$ cat config.mk
export PLATFORM = sky130hd
export DESIGN_NAME = iwo_front
export DESIGN_NICKNAME = d
export VERILOG_FILES = /design/src/rtl/iwo_pkg.sv /design/src/rtl/iwo_front.sv
export VERILOG_INCLUDE_DIRS = /design/src /design/src/rtl
export SDC_FILE = /design/constraint.sdc
export NUM_CORES = 1
export LEC_CHECK = 0
export BUFFER_PORTS_ARGS = -buffer_cell sky130_fd_sc_hd__clkbuf_2
export CAP_MARGIN = 20
export CORE_MARGIN = 8
export CORE_UTILIZATION = 50
export DETAILED_ROUTE_END_ITERATION = 10
export GPL_TIMING_DRIVEN = 0
export HOLD_SLACK_MARGIN = 0.03
export PLACE_DENSITY = 0.77
export SYNTH_ARGS = -nofsm -noshare
export SYNTH_HDL_FRONTEND = slang
export SYNTH_SLANG_ARGS = --single-unit
$ cat constraint.sdc
create_clock -name clk -period 7.6 [get_ports clk]
set_clock_uncertainty 0.2 [all_clocks]
set_input_delay 0 -clock clk [delete_from_list [all_inputs] [get_ports clk]]
set_output_delay 0 -clock clk [all_outputs]
set_load 0.05 [all_outputs]
$ cat src/rtl/assert_macros.svh
// Assertion wrappers shared by the oscillator RTL.
// Needs clk and rst_n in the scope of each use; no other dependencies.
`ifndef ASSERT_MACROS_SVH
`define ASSERT_MACROS_SVH
`ifndef NO_ASSERTIONS
// property checked every edge outside reset
`define IWO_CHECK(name, prop, msg) \
  name: assert property (@(posedge clk) disable iff (!rst_n) prop) else $error(msg);
// cause in this cycle, effect in the next
`define IWO_CHECK_NEXT(name, cause, effect, msg) \
  name: assert property (@(posedge clk) disable iff (!rst_n) (cause) |=> (effect)) \
    else $error(msg);
`else
`define IWO_CHECK(name, prop, msg)
`define IWO_CHECK_NEXT(name, cause, effect, msg)
`endif
`endif

$ cat src/rtl/iwo_pkg.sv
// Shared types and constants for the interpolated wavetable oscillator.
// No dependencies; imported by the front end, the back end and the top-level module.
package iwo_pkg;

  localparam int SAMPLES_PER_CYCLE = 128;
  localparam int ROW_COUNT_DEF     = 256;
  localparam longint unsigned TICK_RATE_HZ = 64'd8_000_000;
  localparam int F0_MIN_HZ = 250;
  localparam int F0_MAX_HZ = 4200;

  localparam int COL_W    = $clog2(SAMPLES_PER_CYCLE);
  localparam int PERIOD_W = 20;
  localparam logic [PERIOD_W-1:0] PERIOD_MAX = '1;

  // period = floor((2N + D) / 2D), N = rate*16, D = q*S
  localparam longint unsigned PERIOD_NUM2   = 64'd32 * TICK_RATE_HZ;
  localparam longint unsigned RESET_FREQ_Q4 = 64'd1760;
  localparam logic [PERIOD_W-1:0] RESET_PERIOD = PERIOD_W'(
    (PERIOD_NUM2 + RESET_FREQ_Q4 * SAMPLES_PER_CYCLE) /
    (64'd2 * RESET_FREQ_Q4 * SAMPLES_PER_CYCLE));

  // period divider operand widths
  localparam int DIV_W = 32;
  localparam int DSR_W = 16 + $clog2(2 * SAMPLES_PER_CYCLE);

  // row position mapping, in Q4 Hz
  localparam int POS_LO = 16 * F0_MIN_HZ;

  // pos = floor((q - lo) * (rows-1) * 16 / (F0_MAX - F0_MIN)); the numerator stays
  // below 2^POS_NUM_W, so a rounded-up reciprocal with this shift is exact
  localparam int POS_DEN   = F0_MAX_HZ - F0_MIN_HZ;
  localparam int POS_NUM_W = 28;
  localparam int POS_SHIFT = POS_NUM_W + $clog2(POS_DEN);
  localparam int POS_RCP_W = POS_NUM_W + 1;
  localparam logic [POS_RCP_W-1:0] POS_RCP = POS_RCP_W'(
    ((64'd1 << POS_SHIFT) + 64'(POS_DEN) - 64'd1) / 64'(POS_DEN));

  localparam logic [1:0] CMD_TICK  = 2'd0;
  localparam logic [1:0] CMD_FREQ  = 2'd1;
  localparam logic [1:0] CMD_WRITE = 2'd2;

  typedef struct packed {
    logic [1:0]  command;
    logic [15:0] freq_q4;
    logic [7:0]  table_row;
    logic [6:0]  table_col;
    logic [7:0]  table_value;
  } iwo_in_t;

  typedef struct packed {
    logic [7:0] sample;
    logic [6:0] phase;
  } iwo_out_t;

  // classified operation held in the front queue
  typedef struct packed {
    logic [1:0]  cmd;
    logic [15:0] freq_q4;
    logic [7:0]  table_row;
    logic [6:0]  table_col;
    logic [7:0]  table_value;
  } iwo_op_t;

endpackage

$ cat src/rtl/iwo_front.sv
// Front end: takes input transactions, drops no-op ones, queues the rest.
// Depends on iwo_pkg and assert_macros.svh.
`include "assert_macros.svh"
module iwo_front #(
  parameter int ROW_COUNT = iwo_pkg::ROW_COUNT_DEF
) (
  input  logic              clk,
  input  logic              rst_n,
  input  logic              in_valid,
  output logic              in_stall,
  input  iwo_pkg::iwo_in_t  in_data,
  output logic              q_valid,
  output iwo_pkg::iwo_op_t  q_op,
  input  logic              q_pop
);
  import iwo_pkg::*;

  localparam int QDEPTH = 4;
  localparam int QPTR_W = $clog2(QDEPTH);
  localparam int QCNT_W = $clog2(QDEPTH + 1);

  iwo_op_t           q_mem_r [QDEPTH];
  logic [QPTR_W-1:0] wr_ptr_r;
  logic [QPTR_W-1:0] rd_ptr_r;
  logic [QCNT_W-1:0] q_cnt_r;
  logic [QCNT_W-1:0] q_cnt_nxt;

  logic    in_acc;
  logic    row_ok;
  logic    col_ok;
  logic    keep;
  logic    push;
  iwo_op_t op_nxt;

  assign in_stall = q_cnt_r == QCNT_W'(QDEPTH);
  assign in_acc   = in_valid && !in_stall;

  // out-of-range writes and the unused command code cause nothing
  assign row_ok = 32'(in_data.table_row) < ROW_COUNT;
  assign col_ok = 32'(in_data.table_col) < SAMPLES_PER_CYCLE;
  assign keep   = (in_data.command == CMD_TICK) || (in_data.command == CMD_FREQ) ||
                  ((in_data.command == CMD_WRITE) && row_ok && col_ok);
  assign push   = in_acc && keep;

  always_comb begin
    op_nxt.cmd         = in_data.command;
    op_nxt.freq_q4     = in_data.freq_q4;
    op_nxt.table_row   = in_data.table_row;
    op_nxt.table_col   = in_data.table_col;
    op_nxt.table_value = in_data.table_value;
  end

  always_comb begin
    case ({push, q_pop})
      2'b10:   q_cnt_nxt = q_cnt_r + QCNT_W'(1);
      2'b01:   q_cnt_nxt = q_cnt_r - QCNT_W'(1);
      default: q_cnt_nxt = q_cnt_r;
    endcase
  end

  always_ff @(posedge clk) begin
    if (!rst_n) begin
      wr_ptr_r <= '0;
      rd_ptr_r <= '0;
      q_cnt_r  <= '0;
    end else begin
      q_cnt_r <= q_cnt_nxt;
      if (push) begin
        wr_ptr_r <= wr_ptr_r + QPTR_W'(1);
      end
      if (q_pop) begin
        rd_ptr_r <= rd_ptr_r + QPTR_W'(1);
      end
    end
  end

  always_ff @(posedge clk) begin
    if (push) begin
      q_mem_r[wr_ptr_r] <= op_nxt;
    end
  end

  assign q_valid = q_cnt_r != '0;
  assign q_op    = q_mem_r[rd_ptr_r];

  `IWO_CHECK(a_q_bound, q_cnt_r <= QCNT_W'(QDEPTH), "queue count above depth")
  `IWO_CHECK(a_pop_nonempty, q_pop |-> (q_cnt_r != '0), "pop from empty queue")
  `IWO_CHECK_NEXT(a_drop_noq, in_acc && !keep && !q_pop, q_cnt_r == $past(q_cnt_r),
    "dropped transaction changed queue")

endmodule

==> results of run 1 <==
area by class of cell:
class / count / area (sq um) / share of cell area [%]
plain buffers: 11 / 119 / 1.44
clock buffers: 18 / 429 / 5.21
clock inverters: 14 / 175 / 2.13
inverters: 4 / 15.0 / 0.182
multi-input cells: 74 / 1210 / 14.7
flip-flops and latches: 173 / 5100 / 62.0
well taps: 172 / 215 / 2.61
repair buffers: 135 / 961 / 11.7
per-layer routing:
layer / vias up / wire length, microns / GRT usage (%)
met5: - / 0 / 0
met4: 0 / 193 / 6.15
met3: 21 / 540 / 4.23
met2: 77 / 5890 / 24.7
met1: 1572 / 4830 / 17.8
li1: 1405 / - / -
worst min path at each step:
stage	slack (ps)	end	from	depth (start not counted)
detailed placement	20	q_mem_r[0][12]	in_data[12]	1
global route	140	q_mem_r[2][31]	in_data[31]	2
CTS	120	q_mem_r[2][31]	in_data[31]	2
floorplan	-100	q_mem_r[0][0]	in_data[0]	0
global placement	10	q_mem_r[2][12]	in_data[12]	1
finish	140	q_mem_r[1][31]	in_data[31]	2
through the flow:
step / hold WS (ps) / utilization, %
6_report: 140 / 65.2
5_1_grt: 143 / 65.2
4_1_cts: 118 / 65.2
3_5_place_dp: 22.8 / 56.9
3_3_place_gp: 13.9 / 56.2
2_1_floorplan: -101 / -
power by group:
part / internal [mW] / switching [mW]
sequential: 1.10 / 0.0155
combinational: 0.133 / 0.253
clock: 0.544 / 0.331
total: 1.78 / 0.599
sequential cells by signal, indices dropped and copies added, names as in the netlist, named ones only:
signal	count
wr_ptr_r	2
q_cnt_r	3
rd_ptr_r	2
q_mem_r	164
worst reg2reg max path, cell delays in order, from the launching register on:
cell                       delay (ps)
sky130_fd_sc_hd__dfxtp_1          430
sky130_fd_sc_hd__nor3b_2          100
sky130_fd_sc_hd__a211oi_4         350
sky130_fd_sc_hd__inv_1            100
sky130_fd_sc_hd__ha_1             240
sky130_fd_sc_hd__fa_1             400
sky130_fd_sc_hd__xnor2_1          150
sky130_fd_sc_hd__or3_1            300
sky130_fd_sc_hd__a21boi_0         170
logic make-up after synthesis:
family,synth area share (%)
buffers and inverters,2.08
flip-flops,79.2
XOR/XNOR,0.544
AO/OA/AOI/OAI,0.505
multiplexers,14.8
AND/OR/NAND/NOR,1.55
adder cells (fa/ha/maj),1.28
cells in the mapped netlist:
cell type                  instances
sky130_fd_sc_hd__nand2_1           5
sky130_fd_sc_hd__inv_1             4
sky130_fd_sc_hd__or3_1             2
sky130_fd_sc_hd__buf_12            4
sky130_fd_sc_hd__mux4_2           40
sky130_fd_sc_hd__dfxtp_1           9
sky130_fd_sc_hd__a21boi_0          1
sky130_fd_sc_hd__mux4_1            1
sky130_fd_sc_hd__mux2i_1           3
sky130_fd_sc_hd__and2_1            8
sky130_fd_sc_hd__edfxtp_1        164
sky130_fd_sc_hd__buf_6             1
sky130_fd_sc_hd__buf_2             4
sky130_fd_sc_hd__xor2_1            1
sky130_fd_sc_hd__fa_1              1
sky130_fd_sc_hd__nor3b_2           1
sky130_fd_sc_hd__buf_1             1
sky130_fd_sc_hd__xnor2_1           3
sky130_fd_sc_hd__o21ai_0           1
sky130_fd_sc_hd__ha_1              5
sky130_fd_sc_hd__a211oi_4          1
sky130_fd_sc_hd__clkbuf_1          1
sky130_fd_sc_hd__nor2b_1           1
==> impl_summary.log, run 1 <==
INFO  metric pwr_density_cell = 289 nW/um^2
INFO  metric track_usage = 14.8%
INFO  metric critPathCapture = q_cnt_r[2]
INFO  metric clk_pin_slew = roughly 60 ps
INFO  metric final.fill_count = 868
INFO  metric layout.nets = 467
INFO  metric reg2reg_to = q_cnt_r[2]
INFO  metric stdcell_count = 601
INFO  metric tritoncts_num_sinks = 173
INFO  metric critical_path.startpoint = q_cnt_r[0]
INFO  metric slew-limit-headroom = 57.5%
INFO  metric yosysWarningCount = 0
INFO  metric design_area = 8230 sq um
INFO  metric post-layout-total-power = 2.38 mW
INFO  metric worst_ep_required_time = 7740 ps
INFO  metric post_route_drc_violation_count = 0
INFO  metric maxCapViolCount = 0
INFO  metric synth_cells = around 260
INFO  metric cell_type_contributing_the_most_total_cell_area_after_synthesis = sky130_fd_sc_hd__edfxtp_1
INFO  metric setup_total_negative_slack = 0 ps
INFO  metric reg2reg_setup_slack = a little over 5000 ps
INFO  metric tightestPinTransition = 637 ps
INFO  metric synth.ff_latch_count = about 170
INFO  metric top_level_ports = slightly below 90
INFO  metric critPathLaunchType = flip-flop
INFO  metric grt_max_degree = 28
INFO  metric num_antenna_cells = 0
INFO  metric dr.pass1.iters = 6
INFO  metric num_rows = 41
INFO  metric initial_utilization = 51.1%
INFO  metric area.growth.synth_to_final = 27.7%
INFO  metric placed_cells = 524
INFO  metric ys_types = 23
INFO  metric die_area = 16,800 sq um
INFO  metric post-route-period-util = 32.9%
INFO  metric wl = 11,400 microns
INFO  metric via_count = 3,075
INFO  metric ys_seq_area_share = 79.2%
INFO  metric layout_common_cells = sky130_fd_sc_hd__edfxtp_1 (164), sky130_fd_sc_hd__clkbuf_2 (86), sky130_fd_sc_hd__dlygate4sd3_1 (45)
INFO  metric worst_path_max_delay_cell = sky130_fd_sc_hd__dfxtp_1
INFO  metric layout_min_cycle_time = roughly 2500 ps
INFO  metric critical_path_depth = 8
INFO  metric run_status = finished clean
INFO  metric postSynthAreaPerCell = 24.6 sq um
INFO  metric htree_levels = 4
INFO  metric cell_types_with_the_largest_area_share_after_synthesis = sky130_fd_sc_hd__edfxtp_1 (76%), sky130_fd_sc_hd__mux4_2 (14%), sky130_fd_sc_hd__dfxtp_1 (2.8%)
INFO  metric post_cts_buffers = 0
INFO  metric worstSetupPathType = reg2reg
INFO  metric slew_viol_final = 0
INFO  metric globalplace.congestion = 0.644
INFO  metric r2r.worst_path.cells = 8
INFO  metric synth_nets = 313
INFO  metric crit_path_cell_trace = nor3b_2 > a211oi_4 > inv_1 > ha_1 > fa_1 > xnor2_1 > or3_1 > a21boi_0
INFO  metric cts.path.max_buffers = 2
INFO  metric final_hold_viol_count = 0
INFO  metric place_worst_setup_slack = 5080 ps
INFO  metric cellLeakagePower = 2.87 nW
INFO  metric timing.critical_path.arrival = around 2700 ps
INFO  metric worst_skew_pair.late_latency = 410 ps
INFO  metric post_cts_hold_buffer_count = 45
INFO  metric mostFrequentLayoutCell = sky130_fd_sc_hd__edfxtp_1
INFO  metric dpl.hpwl = 7090 microns
INFO  metric setup_repair_after_global_routing_missed_its_margin = no
INFO  metric port-buffer-count = 86
INFO  metric cts_buffers = 17
INFO  metric worst_slack = 5100 ps
INFO  metric first_global_vias = between 3,000 and 4,000
INFO  metric critical_path.endpoint_type = flip-flop
INFO  metric rr_startpoint = q_cnt_r[0]
INFO  metric die_w = 130 microns
INFO  metric worst_path_largest_cell_delay = 430 ps
INFO  metric dpl_cell_area = 7180 sq um
INFO  metric layout-drive-gt1-share = 40.3%
INFO  metric cts_tree = built
INFO  metric fmax = 0.399 GHz
INFO  metric cts.root.buffer_cell = sky130_fd_sc_hd__clkbuf_16
INFO  metric wl_per_cell = roughly 19 microns
INFO  metric cts.repair.resized = 0
INFO  metric setup_viol = 0
INFO  metric cell_area_after_technology_mapping = 6450 sq um
INFO  metric grt-ovfl-total = 0
INFO  metric antenna_found_initial = 0
INFO  metric final_antenna_net_count = 0
INFO  metric timing.critical_path.buf_inv = 1
INFO  metric worst_path_dominant_cell_family = adder cells
INFO  metric power.ir.vdd_worst = about 0.14 mV
INFO  metric worstPathMaxFanout = 7
INFO  metric grt_first_pass_wirelength = 18,100 microns
INFO  metric design.core.area = 12,600 sq um
INFO  metric synthDominantCellAreaShare = 76.4%
INFO  metric drt_iter0_drc = approximately 220
INFO  metric routed_via_density = 5.12
INFO  metric holdCritPathClass = in2reg
INFO  metric fp.dieH = 130 microns
No activity file was read; power rests on OpenSTA's default activity.
==> run 2: changes to the inputs <==
Clock period 7.6 ns to 2.4 ns, I/O delays scaled along.
==> impl_summary.log, run 2 (synthesis results as in run 1) <==
INFO  metric die_w = 130 microns
INFO  metric setup_repair_after_global_routing_missed_its_margin = no
INFO  metric die_area = around 17,000 sq um
INFO  metric first_global_vias = ~3,500
INFO  metric top_level_ports = 88
INFO  metric registers.top_by_ff_count = q_mem_r
INFO  metric cts.path.max_buffers = 2
INFO  metric reg2reg_setup_slack = 90 ps
INFO  metric pwr_density_cell = 891 nW/um^2
INFO  metric post-route-period-util = slightly below 100%
INFO  metric r2r.worst_path.cells = 8
INFO  metric globalplace.congestion = 0.642
INFO  metric final.hold.worst_slack = 138 ps
INFO  metric design.core.area = 12,600 sq um
INFO  metric dpl.hpwl = 7290 microns
INFO  metric antenna_found_initial = 0
INFO  metric largest_regs = q_mem_r: 164 flops, q_cnt_r: 3 flops
INFO  metric mostFrequentLayoutCell = sky130_fd_sc_hd__edfxtp_1
INFO  metric routed_via_density = 5.12
INFO  metric worstPathMaxFanout = 4
INFO  metric clk_pin_slew = 60 ps
INFO  metric slew-limit-headroom = 67.5%
INFO  metric layout_common_cells = sky130_fd_sc_hd__edfxtp_1 (164), sky130_fd_sc_hd__clkbuf_2 (86), sky130_fd_sc_hd__dlygate4sd3_1 (45)
INFO  metric dr.pass1.iters = 4
INFO  metric worst_skew_pair.late_latency = 420 ps
INFO  metric fmax = about 0.43 GHz
INFO  metric via_count = 3,072
INFO  metric timing.hold.worst_endpoint = q_mem_r[2][3]
INFO  metric initial_utilization = between 50 and 60%
INFO  metric dpl_cell_area = 7180 sq um
INFO  metric port-buffer-count = 86
INFO  metric holdCritPathClass = in2reg
INFO  metric layout-drive-gt1-share = 40.2%
INFO  metric cts_tree = built
INFO  metric final_antenna_net_count = 0
INFO  metric tritoncts_num_sinks = ~170
INFO  metric wl = 11,700 microns
INFO  metric worstSetupPathType = reg2reg
INFO  metric setup_viol = 0
INFO  metric power.ir.vdd_worst = around 0.55 mV
INFO  metric critical_path.endpoint_type = flip-flop
INFO  metric layout.nets = between 400 and 500
INFO  metric num_antenna_cells = 0
INFO  metric grt_first_pass_wirelength = roughly 18,000 microns
INFO  metric final_core_util = 64.8%
INFO  metric design_area = 8180 sq um
INFO  metric critPathLaunchType = flip-flop
INFO  metric final_hold_viol_count = 0
INFO  metric num_rows = a little over 40
INFO  metric worst_ep_required_time = 2540 ps
INFO  metric holdPathStages = 2
INFO  metric area.growth.synth_to_final = 26.9%
INFO  metric layout_min_cycle_time = 2310 ps
INFO  metric htree_levels = 4
INFO  metric placed_cells = 524
INFO  metric grt_max_degree = 28
INFO  metric cts_buffers = 17
INFO  metric grt-ovfl-total = 0
INFO  metric largest_register_ffs = about 160
INFO  metric reg2reg_to = q_cnt_r[2]
INFO  metric rr_startpoint = q_cnt_r[2]
INFO  metric setup_total_negative_slack = 0 ps
INFO  metric final.fill_count = 873
INFO  metric slew_viol_final = 0
INFO  metric stdcell_count = 600
INFO  metric cts.root.buffer_cell = sky130_fd_sc_hd__clkbuf_16
INFO  metric tightestPinTransition = 487 ps
INFO  metric post_route_drc_violation_count = 0
INFO  metric track_usage = between 15 and 20%
INFO  metric holdCritStartpoint = in_data[3]
INFO  metric timing.critical_path.arrival = approximately 2500 ps
INFO  metric drt_iter0_drc = 196
INFO  metric wl_per_cell = 19.5 microns
INFO  metric cellLeakagePower = between 2 and 3 nW
INFO  metric run_status = finished clean
INFO  metric maxCapViolCount = 0
INFO  metric fp.dieH = 130 microns
-- run 2: cell types whose count changed in the layout (fill, tap and decap cells not counted), sizes merged --
cell | before | now
buf | 14 | 15
clkbuf | 105 | 106
bufinv | 4 | 2
clkinvlp | 2 | 1
-- run 2: cell type report --
class	instances	area [sq um]	share of cell area, %
multi-input cells	74	1220	14.9
well taps	172	215	2.63
repair buffers	136	968	11.8
plain buffers	11	119	1.45
inverters	4	15.0	0.184
clock inverters	11	103	1.25
flip-flops and latches	173	5110	62.4
clock buffers	19	433	5.29
-- run 2: worst max-delay path by stage --
stage                           to  startpoint
floorplan               q_cnt_r[2]  q_cnt_r[0]
global placement    q_mem_r[0][13]  q_cnt_r[0]
detailed placement      q_cnt_r[2]  q_cnt_r[0]
CTS                     q_cnt_r[2]  q_cnt_r[0]
global route            q_cnt_r[2]  q_cnt_r[2]
finish                  q_cnt_r[2]  q_cnt_r[2]
-- run 2: timing repair --
| item | 4_1_cts | 5_1_grt |
|---|---|---|
| resized for setup | 0 | 2 |
| endpoints found under the setup margin | 1 | 1 |
| gates cloned | 0 | 0 |
| buffers inserted | 1 | 0 |
| hold buffers | 45 | 0 |
| endpoints found under the hold margin | 173 | 0 |
| pin swaps | 1 | 0 |
-- run 2: layer usage --
| metal | routed length, microns | vias up | global-route usage (%) |
|---|---|---|---|
| met5 | 0 | - | 0 |
| met2 | 5990 | 73 | 25.5 |
| met4 | 190 | 0 | 7.17 |
| met3 | 556 | 13 | 4.11 |
| li1 | - | 1411 | - |
| met1 | 4940 | 1575 | 18.0 |
-- run 2: worst max-delay path, stage by stage, from the launching register on --
cell and delay, ps:
sky130_fd_sc_hd__dfxtp_1 320, sky130_fd_sc_hd__nor3b_4 160, sky130_fd_sc_hd__a211oi_4 170, sky130_fd_sc_hd__inv_1 70
sky130_fd_sc_hd__ha_1 230, sky130_fd_sc_hd__fa_1 400, sky130_fd_sc_hd__xnor2_1 160, sky130_fd_sc_hd__or3_1 330
sky130_fd_sc_hd__a21boi_0 180
-- run 2: power by group --
part	switching, mW	internal, mW
sequential	0.0537	3.49
clock	1.02	1.49
combinational	0.807	0.426
-- run 2: metrics by stage --
step	setup slack [ps]	power (mW)
2_1_floorplan	18.3	4.47
3_3_place_gp	-103	4.74
3_5_place_dp	-156	4.79
4_1_cts	34.6	7.36
5_1_grt	7.96	7.55
6_report	93.0	7.29
==> run 3: changes to the inputs <==
Settings changed: ABC_AREA from default to 1, CORE_MARGIN 8 to default.
==> impl_summary.log, run 3 <==
INFO  metric layout-drive-gt1-share = 23.9%
INFO  metric reg2reg_to = q_cnt_r[2]
INFO  metric worst_path_dominant_cell_family = simple AND/OR/NAND/NOR gates
INFO  metric top_level_ports = 88
INFO  metric yosys.cell_count.top_type = sky130_fd_sc_hd__edfxtp_1
INFO  metric registers.top_by_ff_count = q_mem_r
INFO  metric antenna_found_initial = 1
INFO  metric cts.path.max_buffers = 2
INFO  metric largest_regs = q_mem_r: 164 flops, q_cnt_r: 3 flops
INFO  metric cell_area_after_technology_mapping = 6530 sq um
INFO  metric power.ir.vdd_worst = 0.720 mV
INFO  metric port-buffer-count = slightly below 90
INFO  metric routed_via_density = roughly 5.3
INFO  metric ys_top_cells_by_count = sky130_fd_sc_hd__edfxtp_1 (164), sky130_fd_sc_hd__nor2_1 (92), sky130_fd_sc_hd__o21ai_1 (47)
INFO  metric grtUsageMet1 = 26.7%
INFO  metric yosys.area_share.simple = 6.01%
INFO  metric final_antenna_net_count = 0
INFO  metric worst_path_most_repeated_cell = sky130_fd_sc_hd__nor2_1
INFO  metric synth_top_family_by_area = compound AO/OA/AOI/OAI gates
INFO  metric synth-compound-area-share = 11.2%
INFO  metric post_synth_fa_ha_maj_area_fraction = under 10%
INFO  metric setup_repair_after_global_routing_missed_its_margin = no
INFO  metric die_area = 13,500 sq um
INFO  metric tightestPinTransition = 757 ps
INFO  metric via_count = 4,250
INFO  metric slew_viol_final = 0
INFO  metric timing.hold.worst_endpoint = q_mem_r[1][22]
INFO  metric cts_buffers = 17
INFO  metric final_hold_viol_count = 0
INFO  metric asyncSetResetFlopFracSynth = 0%
INFO  metric worst_path_largest_cell_delay = 390 ps
INFO  metric multi_input_comb_area = ~1200 sq um
INFO  metric place_worst_setup_slack = -44.2 ps
INFO  metric dpl.hpwl = between 8000 and 9000 microns
INFO  metric grt.busiest_layer = met2
INFO  metric worst_skew_pair.late_latency = between 400 and 500 ps
INFO  metric design.core.area = around 13,000 sq um
INFO  metric cellLeakagePower = 3.02 nW
INFO  metric holdPathStages = 2
INFO  metric fmax = 0.450 GHz
INFO  metric crit_path_cell_trace = nor2_1 > nand2_2 > nand2_4 > ha_1 > fa_1 > or2_2 > a21oi_1 > nor2_1
INFO  metric layout_common_cells = sky130_fd_sc_hd__edfxtp_1 (164), sky130_fd_sc_hd__nor2_1 (88), sky130_fd_sc_hd__clkbuf_2 (87)
INFO  metric critical_path.endpoint_type = flip-flop
INFO  metric post_cts_buffers = 0
INFO  metric worstSetupPathType = reg2reg
INFO  metric initial_utilization = 51.6%
INFO  metric internal-power = 5.38 mW
INFO  metric cts.root.buffer_cell = sky130_fd_sc_hd__clkbuf_16
INFO  metric largest_register_ffs = 164
INFO  metric gr-usage-met3 = 6.28%
INFO  metric share_clk_of_total_power = 36.1%
INFO  metric clk_pin_slew = 60 ps
INFO  metric yosys.area_share.xor_xnor = 0%
INFO  metric worst_path_max_delay_cell = sky130_fd_sc_hd__dfxtp_1
INFO  metric post_route_drc_violation_count = 0
INFO  metric globalplace.congestion = 0.707
INFO  metric first_global_vias = roughly 4,300
INFO  metric rr_startpoint = q_cnt_r[0]
INFO  metric worst_slack = 176 ps
INFO  metric synthDominantCellAreaShare = about three quarters
INFO  metric track_usage = roughly 22%
INFO  metric ys_seq_area_share = about four fifths
INFO  metric mostFrequentLayoutCell = sky130_fd_sc_hd__edfxtp_1
INFO  metric wl_per_cell = ~17 microns
INFO  metric layout.nets = 662
INFO  metric slew-limit-headroom = 49.4%
INFO  metric post_synth_mux_area_share = 0%
INFO  metric yosysWarningCount = 0
INFO  metric synth_nets = 508
INFO  metric worst_ep_required_time = 2520 ps
INFO  metric reg2reg_setup_slack = roughly 180 ps
INFO  metric ys_types = 18
INFO  metric r2r.worst_path.cells = 8
INFO  metric synth_enable_flop_cells = between 150 and 200
INFO  metric final.hold.worst_slack = 133 ps
INFO  metric final.fill_count = 900
INFO  metric p_seq_share = 48.5%
INFO  metric holdCritStartpoint = in_data[22]
INFO  metric layout_min_cycle_time = about 2200 ps
INFO  metric holdCritPathClass = in2reg
INFO  metric maxCapViolCount = 0
INFO  metric timing.critical_path.arrival = 2340 ps
INFO  metric area.growth.synth_to_final = 27.3%
INFO  metric timing.critical_path.buf_inv = 0
INFO  metric fp.dieH = 116 microns
INFO  metric wl = 13,700 microns
INFO  metric htree_levels = 4
INFO  metric layout.area.seq = 5100 sq um
INFO  metric post-route-period-util = 92.7%
INFO  metric num_rows = a little over 40
INFO  metric run_status = finished clean
INFO  metric p_switching = 1.86 mW
INFO  metric critPathLaunchType = flip-flop
INFO  metric dr.pass1.iters = 4
INFO  metric setup_viol = 0
INFO  metric power.share.switching = 25.7%
INFO  metric worstPathMaxFanout = 6
INFO  metric grt-ovfl-total = 0
INFO  metric share_comb_of_total_power = 15.5%
INFO  metric postSynthAreaPerCell = 14.3 sq um
INFO  metric die_w = 116 microns
INFO  metric grt_max_degree = 23
INFO  metric cts_tree = built
INFO  metric postSynth.topFlopCell = sky130_fd_sc_hd__edfxtp_1
INFO  metric pwr_density_cell = a little under 900 nW/um^2
INFO  metric synth_cells = 457
INFO  metric cell_types_with_the_largest_area_share_after_synthesis = sky130_fd_sc_hd__edfxtp_1 (75%), sky130_fd_sc_hd__nor2_1 (5.3%), sky130_fd_sc_hd__o22ai_1 (3.9%)
INFO  metric synth.ff_latch_count = 173
INFO  metric tritoncts_num_sinks = around 170
INFO  metric cell_type_contributing_the_most_total_cell_area_after_synthesis = sky130_fd_sc_hd__edfxtp_1
INFO  metric grt_first_pass_wirelength = 21,100 microns
INFO  metric drt_iter0_drc = 289
INFO  metric grtUsageMet2 = 36.3%
[run 3: changes by cell type after synthesis, sizes merged, moves of 8 or more]
cell,delta
a21oi,+8
and2,-8
buf,+15
inv,+11
mux4,-41
nor2,+92
o21ai,+85
o22ai,+41
[run 3: cells by family (layout without fill, tap and decap cells)]
kind of cell,count (synthesis),after routing
compound gates,135,135
fa+ha+maj,6,6
buf+inv,40,207
flops,173,173
other cells,0,1
simple gates,103,103
[run 3: worst max-delay path by stage]
stage	startpoint	end	slack, ps	cells past startpoint
global placement	q_cnt_r[1]	q_mem_r[3][22]	-2080	4
floorplan	q_cnt_r[1]	q_mem_r[0][0]	-660	4
finish	q_cnt_r[0]	q_cnt_r[2]	180	8
global route	q_cnt_r[0]	q_cnt_r[2]	40	8
CTS	q_cnt_r[0]	q_cnt_r[2]	80	8
detailed placement	q_cnt_r[0]	q_cnt_r[2]	-40	8
[run 3: area by class of cell]
class | instances | area share, %
Antenna cell | 1 | 0.0301
Buffer | 25 | 2.00
Clock buffer | 21 | 5.29
Clock inverter | 11 | 1.49
Inverter | 15 | 0.677
Multi-Input combinational cell | 244 | 15.0
Sequential cell | 173 | 61.4
Tap cell | 172 | 2.59
Timing Repair Buffer | 135 | 11.6
[run 3: per-stage QoR]
stage	total power, mW	util [%]	std cells	instance area (sq um)	setup TNS (ps)
global placement	4.58	56.7	716	7180	-337180
floorplan	4.30	-	457	6530	-108830
global route	7.47	65.7	797	8320	0
CTS	7.26	65.6	796	8310	0
finish	7.24	65.7	797	8320	0
detailed placement	4.63	57.6	720	7300	-49.4
[run 3: what timing repair did]
action,4_1_cts,5_1_grt
hold buffers,44,0
endpoints found under the hold margin,173,0
endpoints found under the setup margin,18,42
gates resized for setup,1,2
[run 3: power by group through the flow]
| stage | sequential [mW] | combinational, mW | clock [mW] |
|---|---|---|---|
| after CTS | 3.51 | 1.12 | 2.63 |
| final | 3.51 | 1.12 | 2.61 |
| after detailed placement | 3.57 | 1.06 | 0 |
| after floorplan | 3.57 | 0.726 | 0 |
| after global routing | 3.52 | 1.20 | 2.75 |
| after global placement | 3.58 | 1.00 | 0 |
[run 3: worst register-to-register path, stage by stage, from the launching register on]
cell	delay, ps
sky130_fd_sc_hd__dfxtp_1	390
sky130_fd_sc_hd__nor2_1	90
sky130_fd_sc_hd__nand2_2	140
sky130_fd_sc_hd__nand2_4	130
sky130_fd_sc_hd__ha_1	260
sky130_fd_sc_hd__fa_1	390
sky130_fd_sc_hd__or2_2	320
sky130_fd_sc_hd__a21oi_1	140
sky130_fd_sc_hd__nor2_1	60
[run 3: per-layer routing]
layer / vias up / routed length, microns
li1: 2012 / -
met1: 2085 / 5720
met2: 138 / 6970
met3: 15 / 831
met4: 0 / 139
met5: - / 0
